[config.mk]
export PLATFORM = sky130hd
export DESIGN_NAME = mandelbrot_escape_time_pixel_top
export DESIGN_NICKNAME = d
export VERILOG_FILES = /design/src/hw/rtl/mets_pkg.sv /design/src/hw/rtl/mandelbrot_escape_time_pixel_top.sv /design/src/hw/rtl/mets_smul.sv /design/src/hw/rtl/mets_core.sv
export SDC_FILE = /design/constraint.sdc
export NUM_CORES = 2
export LEC_CHECK = 0
export ABC_AREA = 1
export BUFFER_PORTS_ARGS = -buffer_cell sky130_fd_sc_hd__buf_2
export CORE_MARGIN = 8
export CORE_UTILIZATION = 34
export CTS_CLUSTER_DIAMETER = 40
export DETAILED_ROUTE_END_ITERATION = 8
export PLACE_DENSITY_LB_ADDON = 0.2
export SLEW_MARGIN = 20
export SYNTH_ARGS = -nofsm -noshare
export SYNTH_HDL_FRONTEND = slang
export SYNTH_SLANG_ARGS = --single-unit
export TNS_END_PERCENT = 50
[constraint.sdc]
create_clock -name clk -period 22.3 [get_ports clk]
set_input_delay 0 -clock clk [delete_from_list [all_inputs] [get_ports clk]]
set_output_delay 0 -clock clk [all_outputs]
set_load 0.02 [all_outputs]
[src/hw/rtl/mets_pkg.sv]
// ----------------------------------------------------------------------------
// mets_pkg
// Shared types, constants and helpers for the escape-time pixel unit.
// ----------------------------------------------------------------------------
package mets_pkg;

  localparam int FRAC_BITS  = 28;
  localparam int OUT_FRAC   = 26;
  localparam int IDX_W      = 12;
  localparam int IT_W       = 11;
  localparam int MAG_W      = 32;
  localparam int Z_W        = MAG_W + 1;
  localparam int PROD_W     = 2 * MAG_W;
  localparam int MUL_CNT_W  = $clog2(MAG_W);
  localparam int ADDR_W     = 5;

  localparam logic [IT_W-1:0] MAX_ITER_LIMIT = IT_W'(1024);
  localparam logic [36:0]     FOUR_Q         = 37'(4) << FRAC_BITS;
  localparam logic signed [Z_W-1:0] Z_BOUND  = {1'b0, {MAG_W{1'b1}}};

  typedef enum logic [2:0] {
    REG_X_ORIGIN = 3'd0,
    REG_Y_ORIGIN = 3'd1,
    REG_X_STEP   = 3'd2,
    REG_Y_STEP   = 3'd3,
    REG_MAX_ITER = 3'd4
  } reg_idx_t;

  typedef struct packed {
    logic signed [31:0] x_origin;
    logic signed [31:0] y_origin;
    logic [30:0]        x_step;
    logic [30:0]        y_step;
    logic [IT_W-1:0]    max_iter;
  } cfg_t;

  typedef struct packed {
    logic [IDX_W-1:0] column;
    logic [IDX_W-1:0] row;
    logic [IT_W-1:0]  count;
    logic             escaped;
    logic [MAG_W-1:0] mag_sq;
  } result_t;

  function automatic logic signed [Z_W-1:0] clamp_z(input logic signed [38:0] v);
    logic signed [38:0] hi;
    logic signed [38:0] lo;
    hi = 39'(Z_BOUND);
    lo = -hi;
    if (v > hi) begin
      return Z_BOUND;
    end else if (v < lo) begin
      return -Z_BOUND;
    end
    return v[Z_W-1:0];
  endfunction

  function automatic logic [MAG_W-1:0] abs_z(input logic signed [Z_W-1:0] v);
    logic signed [Z_W-1:0] n;
    n = -v;
    return v[Z_W-1] ? n[MAG_W-1:0] : v[MAG_W-1:0];
  endfunction

endpackage

[src/hw/rtl/mandelbrot_escape_time_pixel_top.sv]
// ----------------------------------------------------------------------------
// mandelbrot_escape_time_pixel_top
// Escape-time pixel unit with stream ports and APB-style register port.
// ----------------------------------------------------------------------------
// Usage:
//   in_*  : one transaction per pixel, tdata = {row, column}.
//   out_* : one transaction per pixel; tdata = column, row, iteration count,
//           |z|^2 (Q6.26, saturating), from bit 0 up; tuser = escaped.
//   cfg_* : origins, steps and iteration limit at byte addresses 0,4,..,16.
// Sequence: the pixel is first mapped on the serial multipliers; each iteration
//   then loads, steps through the 32 multiplier bits and evaluates, and a final
//   pass evaluates the exit before the result is handed off. One pixel is in
//   work at a time.
// A finished result moves into the output register, so the next pixel is
//   accepted while it waits. If out_tready stays low and a second result is
//   ready, the core holds it and in_tready stays low.
// Reset: registers take their default view, the pipeline empties.
// ----------------------------------------------------------------------------
module mandelbrot_escape_time_pixel_top (
  input  logic                          clk,
  input  logic                          rst_n,
  input  logic                          in_tvalid,
  output logic                          in_tready,
  input  logic [23:0]                   in_tdata,   // column, pixel_row
  output logic                          out_tvalid,
  input  logic                          out_tready,
  output logic [71:0]                   out_tdata,  // out_column, out_row,
                                                    // iteration_count,
                                                    // magnitude_squared
  output logic                          out_tuser,  // escaped
  input  logic                          cfg_psel,
  input  logic                          cfg_penable,
  input  logic                          cfg_pwrite,
  input  logic [mets_pkg::ADDR_W-1:0]   cfg_paddr,
  input  logic [31:0]                   cfg_pwdata,
  output logic [31:0]                   cfg_prdata,
  output logic                          cfg_pready
);
  import mets_pkg::*;

  cfg_t     cfg_r;
  logic     out_valid_r;
  result_t  out_r;
  logic     idle;
  logic     res_valid;
  logic     res_ready;
  result_t  res;
  logic     wr;
  reg_idx_t widx;

  assign cfg_pready = 1'b1;
  assign wr         = cfg_psel & cfg_penable & cfg_pwrite;
  assign widx       = reg_idx_t'(cfg_paddr[ADDR_W-1:2]);

  always_ff @(posedge clk) begin
    if (!rst_n) begin
      cfg_r.x_origin <= -32'sd536870912;
      cfg_r.y_origin <= -32'sd402653184;
      cfg_r.x_step   <= 31'd786432;
      cfg_r.y_step   <= 31'd786432;
      cfg_r.max_iter <= IT_W'(256);
    end else if (wr) begin
      case (widx)
        REG_X_ORIGIN: cfg_r.x_origin <= cfg_pwdata;
        REG_Y_ORIGIN: cfg_r.y_origin <= cfg_pwdata;
        REG_X_STEP:   cfg_r.x_step   <= cfg_pwdata[30:0];
        REG_Y_STEP:   cfg_r.y_step   <= cfg_pwdata[30:0];
        REG_MAX_ITER: cfg_r.max_iter <= cfg_pwdata[IT_W-1:0];
        default: ;
      endcase
    end
  end

  always_comb begin
    unique case (widx)
      REG_X_ORIGIN: cfg_prdata = cfg_r.x_origin;
      REG_Y_ORIGIN: cfg_prdata = cfg_r.y_origin;
      REG_X_STEP:   cfg_prdata = {1'b0, cfg_r.x_step};
      REG_Y_STEP:   cfg_prdata = {1'b0, cfg_r.y_step};
      REG_MAX_ITER: cfg_prdata = {{(32-IT_W){1'b0}}, cfg_r.max_iter};
      default:      cfg_prdata = '0;
    endcase
  end

  assign in_tready = idle;

  mets_core u_core (
    .clk,
    .rst_n,
    .cfg       (cfg_r),
    .start     (in_tvalid & idle),
    .column    (in_tdata[11:0]),
    .row       (in_tdata[23:12]),
    .idle,
    .res_valid,
    .res_ready,
    .res
  );

  assign res_ready = res_valid & (~out_valid_r | out_tready);

  always_ff @(posedge clk) begin
    if (!rst_n) begin
      out_valid_r <= 1'b0;
    end else begin
      if (res_ready) begin
        out_valid_r <= 1'b1;
      end else if (out_tready) begin
        out_valid_r <= 1'b0;
      end
    end
    if (res_ready) begin
      out_r <= res;
    end
  end

  assign out_tvalid = out_valid_r;
  assign out_tdata  = {5'b0, out_r.mag_sq, out_r.count, out_r.row, out_r.column};
  assign out_tuser  = out_r.escaped;

endmodule

[src/hw/rtl/mets_smul.sv]
// ----------------------------------------------------------------------------
// mets_smul
// Bit-serial unsigned 32x32 multiplier, one multiplier bit per cycle while step is high.
// ----------------------------------------------------------------------------
module mets_smul (
  input  logic                        clk,
  input  logic                        load,
  input  logic                        step,
  input  logic [mets_pkg::MAG_W-1:0]  a,
  input  logic [mets_pkg::MAG_W-1:0]  b,
  output logic [mets_pkg::PROD_W-1:0] prod
);
  import mets_pkg::*;

  logic [MAG_W-1:0]  a_r;
  logic [PROD_W-1:0] acc_r;
  logic [MAG_W:0]    hi_sum;

  always_comb begin
    hi_sum = {1'b0, acc_r[PROD_W-1:MAG_W]} + (acc_r[0] ? {1'b0, a_r} : '0);
  end

  always_ff @(posedge clk) begin
    if (load) begin
      a_r   <= a;
      acc_r <= {{MAG_W{1'b0}}, b};
    end else if (step) begin
      acc_r <= {hi_sum, acc_r[MAG_W-1:1]};
    end
  end

  assign prod = acc_r;

endmodule

[src/hw/rtl/mets_core.sv]
// ----------------------------------------------------------------------------
// mets_core
// Point mapping and z = z*z + c iteration over three serial multipliers.
// ----------------------------------------------------------------------------
module mets_core (
  input  logic                          clk,
  input  logic                          rst_n,
  input  mets_pkg::cfg_t                cfg,
  input  logic                          start,
  input  logic [mets_pkg::IDX_W-1:0]    column,
  input  logic [mets_pkg::IDX_W-1:0]    row,
  output logic                          idle,
  output logic                          res_valid,
  input  logic                          res_ready,
  output mets_pkg::result_t             res
);
  import mets_pkg::*;

  typedef enum logic [2:0] {
    S_IDLE, S_MAP, S_MAPFIN, S_LOADM, S_MUL, S_EVAL, S_DONE
  } state_t;

  state_t                 state_r;
  logic [MUL_CNT_W-1:0]   cnt_r;
  logic [IT_W-1:0]        it_r;
  logic [IT_W-1:0]        lim_r;
  logic [IDX_W-1:0]       col_r;
  logic [IDX_W-1:0]       row_r;
  logic signed [31:0]     cx_r;
  logic signed [31:0]     cy_r;
  logic signed [Z_W-1:0]  x_r;
  logic signed [Z_W-1:0]  y_r;
  logic                   esc_r;
  logic [MAG_W-1:0]       mag_r;

  logic                   mload;
  logic                   mstep;
  logic [MAG_W-1:0]       ax, ay;
  logic [MAG_W-1:0]       a0, b0, a1, b1;
  logic [PROD_W-1:0]      p0, p1, p2;
  logic signed [44:0]     mx, my;
  logic [35:0]            sx, sy;
  logic [36:0]            sum;
  logic [36:0]            pm;
  logic signed [37:0]     sp;
  logic signed [38:0]     nx, ny;
  logic                   stop;

  function automatic logic signed [31:0] sat32(input logic signed [44:0] v);
    if (v > 45'sh7FFFFFFF) begin
      return 32'sh7FFFFFFF;
    end else if (v < -45'sh80000000) begin
      return 32'sh80000000;
    end
    return v[31:0];
  endfunction

  always_comb begin
    ax    = abs_z(x_r);
    ay    = abs_z(y_r);
    mload = (state_r == S_IDLE && start) || state_r == S_LOADM;
    mstep = state_r == S_MAP || state_r == S_MUL;
    if (state_r == S_IDLE) begin
      a0 = {1'b0, cfg.x_step};
      b0 = {{(MAG_W-IDX_W){1'b0}}, column};
      a1 = {1'b0, cfg.y_step};
      b1 = {{(MAG_W-IDX_W){1'b0}}, row};
    end else begin
      a0 = ax;
      b0 = ax;
      a1 = ay;
      b1 = ay;
    end
    mx   = {{13{cfg.x_origin[31]}}, cfg.x_origin} + $signed({1'b0, p0[43:0]});
    my   = {{13{cfg.y_origin[31]}}, cfg.y_origin} + $signed({1'b0, p1[43:0]});
    sx   = p0[PROD_W-1:FRAC_BITS];
    sy   = p1[PROD_W-1:FRAC_BITS];
    sum  = {1'b0, sx} + {1'b0, sy};
    pm   = p2[PROD_W-1:FRAC_BITS-1];
    sp   = (x_r[Z_W-1] ^ y_r[Z_W-1]) ? -$signed({1'b0, pm}) : $signed({1'b0, pm});
    nx   = $signed({3'b000, sx}) - $signed({3'b000, sy}) + {{7{cx_r[31]}}, cx_r};
    ny   = {sp[37], sp} + {{7{cy_r[31]}}, cy_r};
    stop = (it_r >= lim_r) || (sum > FOUR_Q);
  end

  mets_smul u_mul_xx (.clk, .load(mload), .step(mstep), .a(a0), .b(b0), .prod(p0));
  mets_smul u_mul_yy (.clk, .load(mload), .step(mstep), .a(a1), .b(b1), .prod(p1));
  mets_smul u_mul_xy (.clk, .load(mload), .step(mstep), .a(ax), .b(ay), .prod(p2));

  always_ff @(posedge clk) begin
    if (!rst_n) begin
      state_r <= S_IDLE;
      cnt_r   <= '0;
      it_r    <= '0;
      lim_r   <= '0;
    end else begin
      unique case (state_r)
        S_IDLE: begin
          if (start) begin
            col_r   <= column;
            row_r   <= row;
            lim_r   <= (cfg.max_iter > MAX_ITER_LIMIT) ? MAX_ITER_LIMIT : cfg.max_iter;
            cnt_r   <= '0;
            state_r <= S_MAP;
          end
        end
        S_MAP: begin
          cnt_r <= cnt_r + 1'b1;
          if (&cnt_r) begin
            state_r <= S_MAPFIN;
          end
        end
        S_MAPFIN: begin
          cx_r    <= sat32(mx);
          cy_r    <= sat32(my);
          x_r     <= '0;
          y_r     <= '0;
          it_r    <= '0;
          state_r <= S_LOADM;
        end
        S_LOADM: begin
          cnt_r   <= '0;
          state_r <= S_MUL;
        end
        S_MUL: begin
          cnt_r <= cnt_r + 1'b1;
          if (&cnt_r) begin
            state_r <= S_EVAL;
          end
        end
        S_EVAL: begin
          if (stop) begin
            esc_r   <= it_r < lim_r;
            mag_r   <= (|sum[36:34]) ? '1 : sum[33:2];
            state_r <= S_DONE;
          end else begin
            x_r     <= clamp_z(nx);
            y_r     <= clamp_z(ny);
            it_r    <= it_r + 1'b1;
            state_r <= S_LOADM;
          end
        end
        S_DONE: begin
          if (res_ready) begin
            state_r <= S_IDLE;
          end
        end
        default: state_r <= S_IDLE;
      endcase
    end
  end

  assign idle      = state_r == S_IDLE;
  assign res_valid = state_r == S_DONE;
  assign res       = '{column: col_r, row: row_r, count: it_r, escaped: esc_r, mag_sq: mag_r};

  a_count_bound: assert property (@(posedge clk) disable iff (!rst_n)
    (state_r == S_EVAL || state_r == S_DONE) |-> it_r <= lim_r)
    else $error("iteration count above limit");

  a_escape_count: assert property (@(posedge clk) disable iff (!rst_n)
    (state_r == S_DONE && esc_r) |-> it_r < lim_r)
    else $error("escaped flag with count at limit");

  a_eval_next: assert property (@(posedge clk) disable iff (!rst_n)
    state_r == S_EVAL |=> (state_r == S_LOADM || state_r == S_DONE))
    else $error("bad state after evaluation");

  a_start_idle: assert property (@(posedge clk) disable iff (!rst_n)
    (state_r == S_IDLE && start) |=> state_r == S_MAP && cnt_r == '0)
    else $error("start not taken");

endmodule

==> results summary <==
The run finished with clean final reports. The area growth from synthesis to final layout came out at 16.3%. Data on the critical path is required at its endpoint by 22.75 ns. The starting utilization of the core area is 34.1%. The number of enable-type register cells in the synthesized netlist is 447. The number of stages on the worst hold path is 2. The summed instance area of the synthesized netlist came out at 51,700 µm². The final wirelength is 208,000 µm. The final count of negative-setup-slack endpoints is 0. Once detail routing completed, the nets flagged for antenna violations numbered 0. The area of all placed cells without fillers is 60,100 µm².

The dominant cell type by area after synthesis is edfxtp_1. The worst register-to-register path ends at u_core.x_r[1]$_SDFFCE_PN0P_. The number of flip-flops and latches in the synthesized netlist came out at 711. The per-cell routed wire length is 21.8 µm. The clock tree from TritonCTS is done. The achievable frequency came out at 145 MHz.

STA classifies the critical path endpoint as a flip-flop. The number of failing hold endpoints at the final stage came to 0. For the worst-skew pair, the clock arrives at the later sink with an insertion delay of 0.77 ns. Once the clock tree was built, the resizer swapped 0 gates to a different size. In this run the critical register-to-register path is launched from u_core.u_mul_yy.prod[28]$_DFFE_PP_. The proportion of synthesized chip area in sequential cells came out at 36.2%. The global-route usage over all layers came out at 24.4%. The clock sink count is 711.

The total number of placement rows is 143. The worst hold-check slack is 0.0309 ns. The die covers 165,000 µm². The DRC violations left came out at 0.

The first-pass GRT wire length is 303,000 µm. The number of fill cells is 15.9k. After layout, the worst path uses 30.9% of the clock period. Among all cell types in the netlist, the one instantiated most often is nand2_1. The Yosys warning count came out at 0. The footprint of the flip-flops and latches is 18,700 µm². The cell type of the slowest stage on the worst timing path is nand2_1. The flip-flop cell with the highest count after synthesis is edfxtp_1.

The initial antenna violation count is 21. Measured in cells, the most critical reg-to-reg path has a length of 29. The delay of the slowest critical-path stage came out at 0.85 ns. The setup slack of the most critical reg-to-reg path came out at 15.42 ns. The level count of the clock H-tree is 4. The area used by multi-input combinational logic came out at 28,600 µm². The class of the most critical hold timing path is in2reg.

The half-perimeter wire length after placement is 170,000 µm. Routability-driven placement finished with a final weighted congestion of 0.945. The via count of the routed design came out at 49.4k. The worst hold path terminates at u_core.col_r[8]$_DFFE_PP_. The floorplan die height came out at 406 µm. The setup TNS came out at 0 ns.

The worst clock skew on the final layout came out at 0.0588 ns. The worst setup path is launched from a flip-flop. The number of design-rule violations left by the first detailed-router iteration is 4,369. The slew at the pin with the worst max-slew slack is 1.23 ns. Of all nets on the critical path, the largest fanout is 31. The root buffer cell chosen for the clock tree is clkbuf_16. The clock period minus final worst setup slack is 6.88 ns. Counting along the longest clock path gives a buffer depth of 3.

The number of detailed-route iterations in the first pass is 6. The largest net degree at the start of global routing is 142. The path type of the worst setup path is reg2reg.

The global-route congestion overflow total is 0. The area of placed instances came out at 54,500 µm². The final-stage net count came out at 7,816. In this design, the critical path's most frequently occurring cell is nand2_1.

In this run the most critical hold path is launched from in_tdata[8]. Yosys attributes the largest share of cell area to edfxtp_1 (26%), nand2_1 (13%), dfxtp_1 (10%). The share of flip-flops with an asynchronous set or reset after synthesis is 0%. The instance count of the mapped netlist is 7,153. The number of global-route vias before repair is 46.8k.

The number of slew-limit violations in the final report is 0. After synthesis, the largest area contributor takes up 26.0% of total cell area. Including well taps, the total number of placed cells is 9,192. The number of maximum-capacitance constraint violations came out at 0. By count the netlist is led by nand2_1 (1,729), inv_1 (913), nor2_1 (844). Counting the buffers created by CTS gives 134. The register clock-pin slew on the reported worst setup and hold paths is 0.05 ns. The filler-free cell count of the finished design came out at 9,539. Using the TritonRoute via totals, the vias-per-cell ratio works out to 5.18. The area of the core is 151,000 µm². The worst slew slack as a fraction of its limit came out at 17.4%. The count of distinct cell types in the synthesized netlist is 68. Setup repair after global routing left no endpoint under its margin. The I/O pin total came out at 176. In this run the mean area of a mapped cell was 7.23 µm². During placement, the flow inserted port buffers numbering 167. STA puts the critical path data arrival time at 7.33 ns.

The die width came out at 406 µm. The fraction of layout cells with a size suffix above 1 is 7.70%.
-- worst max-delay path by stage --
stage                                                  start                          end  slack, ns  cells after the start
final                     u_core.u_mul_yy.prod[28]$_DFFE_PP_  u_core.x_r[1]$_SDFFCE_PN0P_      15.42                     29
after global routing      u_core.u_mul_yy.prod[30]$_DFFE_PP_  u_core.x_r[1]$_SDFFCE_PN0P_      14.96                     25
after CTS                 u_core.u_mul_yy.prod[28]$_DFFE_PP_  u_core.x_r[1]$_SDFFCE_PN0P_      15.54                     29
after detailed placement  u_core.u_mul_yy.prod[28]$_DFFE_PP_  u_core.x_r[1]$_SDFFCE_PN0P_      15.58                     29
after global placement    u_core.u_mul_yy.prod[30]$_DFFE_PP_  u_core.x_r[2]$_SDFFCE_PN0P_      15.58                     25
after floorplan               u_core.state_r[1]$_SDFFE_PN0P_       out_tdata[0]$_DFFE_PP_      14.65                      2
-- logic make-up after synthesis --
kind of cell / after synthesis / share of synthesized area (%)
DFF: 711 / 36.2
buffers and inverters: 1134 / 8.60
other: 2 / 0.0145
and+or+nand+nor: 3159 / 25.2
AOI/OAI and AO/OA: 1484 / 16.0
adders and majority gates: 362 / 8.89
xor gates and xnor gates: 301 / 5.12
-- flip-flops by register name (all words and copies together), names as in the netlist --
name	cells
u_core.it_r	11
out_tuser	1
out_tvalid	1
u_core.row_r	12
u_core.mag_r	32
out_tdata	67
u_core.lim_r	11
u_core.cx_r	32
u_core.cy_r	32
u_core.x_r	33
u_core.u_mul_xy.a_r	32
u_core.esc_r	1
u_core.u_mul_xx.prod	64
u_core.y_r	33
u_core.cnt_r	5
u_core.u_mul_xy.prod	64
u_core.u_mul_yy.a_r	32
u_core.u_mul_yy.prod	64
u_core.u_mul_xx.a_r	32
u_core.col_r	12
u_core.state_r	3
cfg_r	137
-- worst max-delay path, delay by kind of cell, from the launching register on --
family / cells / cell delay (ns)
buffers and inverters: 1 / 0.13
AO/OA/AOI/OAI: 10 / 2.08
XOR/XNOR: 2 / 0.56
adder cells (fa/ha/maj): 3 / 1.18
AND/OR/NAND/NOR: 13 / 2.07
flip-flops: 1 / 0.55
-- placed cells by master (no fill, tap or decap), types with 29 or more instances in the layout --
master	n
nand2_1	1726
inv_1	909
nor2_1	839
o21ai_0	563
a21oi_1	554
edfxtp_1	447
ha_1	353
nand3_1	267
dfxtp_1	264
xor2_1	219
buf_2	166
clkbuf_16	139
nor3_1	90
dlygate4sd3_1	87
xnor2_1	81
nand4_1	67
a31oi_1	65
buf_4	40
nand2_2	37
o21ai_1	37
o211ai_1	34
a21o_1	32
nor4_1	29
o21a_1	29
-- stage by stage --
step                setup slack (ns)  util (%)
floorplan                      14.65         -
global placement               15.58      36.0
detailed placement             15.58      36.0
CTS                            15.54      39.7
global route                   14.96      39.7
finish                         15.42      39.7
-- metal layers --
| metal | GRT usage (%) | share of wire (%) | vias to the layer above |
|---|---|---|---|
| met2 | 38.8 | 44 | 1597 |
| met5 | 0 | 0.026 | - |
| li1 | - | - | 24300 |
| met3 | 4.21 | 6.7 | 276 |
| met4 | 7.15 | 3.1 | 8 |
| met1 | 33.9 | 46 | 23200 |
-- final cells by class --
class                   instances  share of cell area, %
flip-flops and latches        711                   31.1
multi-input cells            5312                   47.6
repair buffers                295                   3.39
diodes                         11                 0.0458
well taps                    2030                   4.23
clock buffers                 163                   6.05
inverters                     932                   5.83
clock inverters                85                   1.73
-- timing repair --
action / in CTS / in global routing
hold buffers: 87 / 0
buffers inserted: 0 / 0
endpoints found under the hold margin: 193 / 0
Power is not shown: default switching activity piles up to over one toggle a cycle in this logic, so the estimate is an artifact.
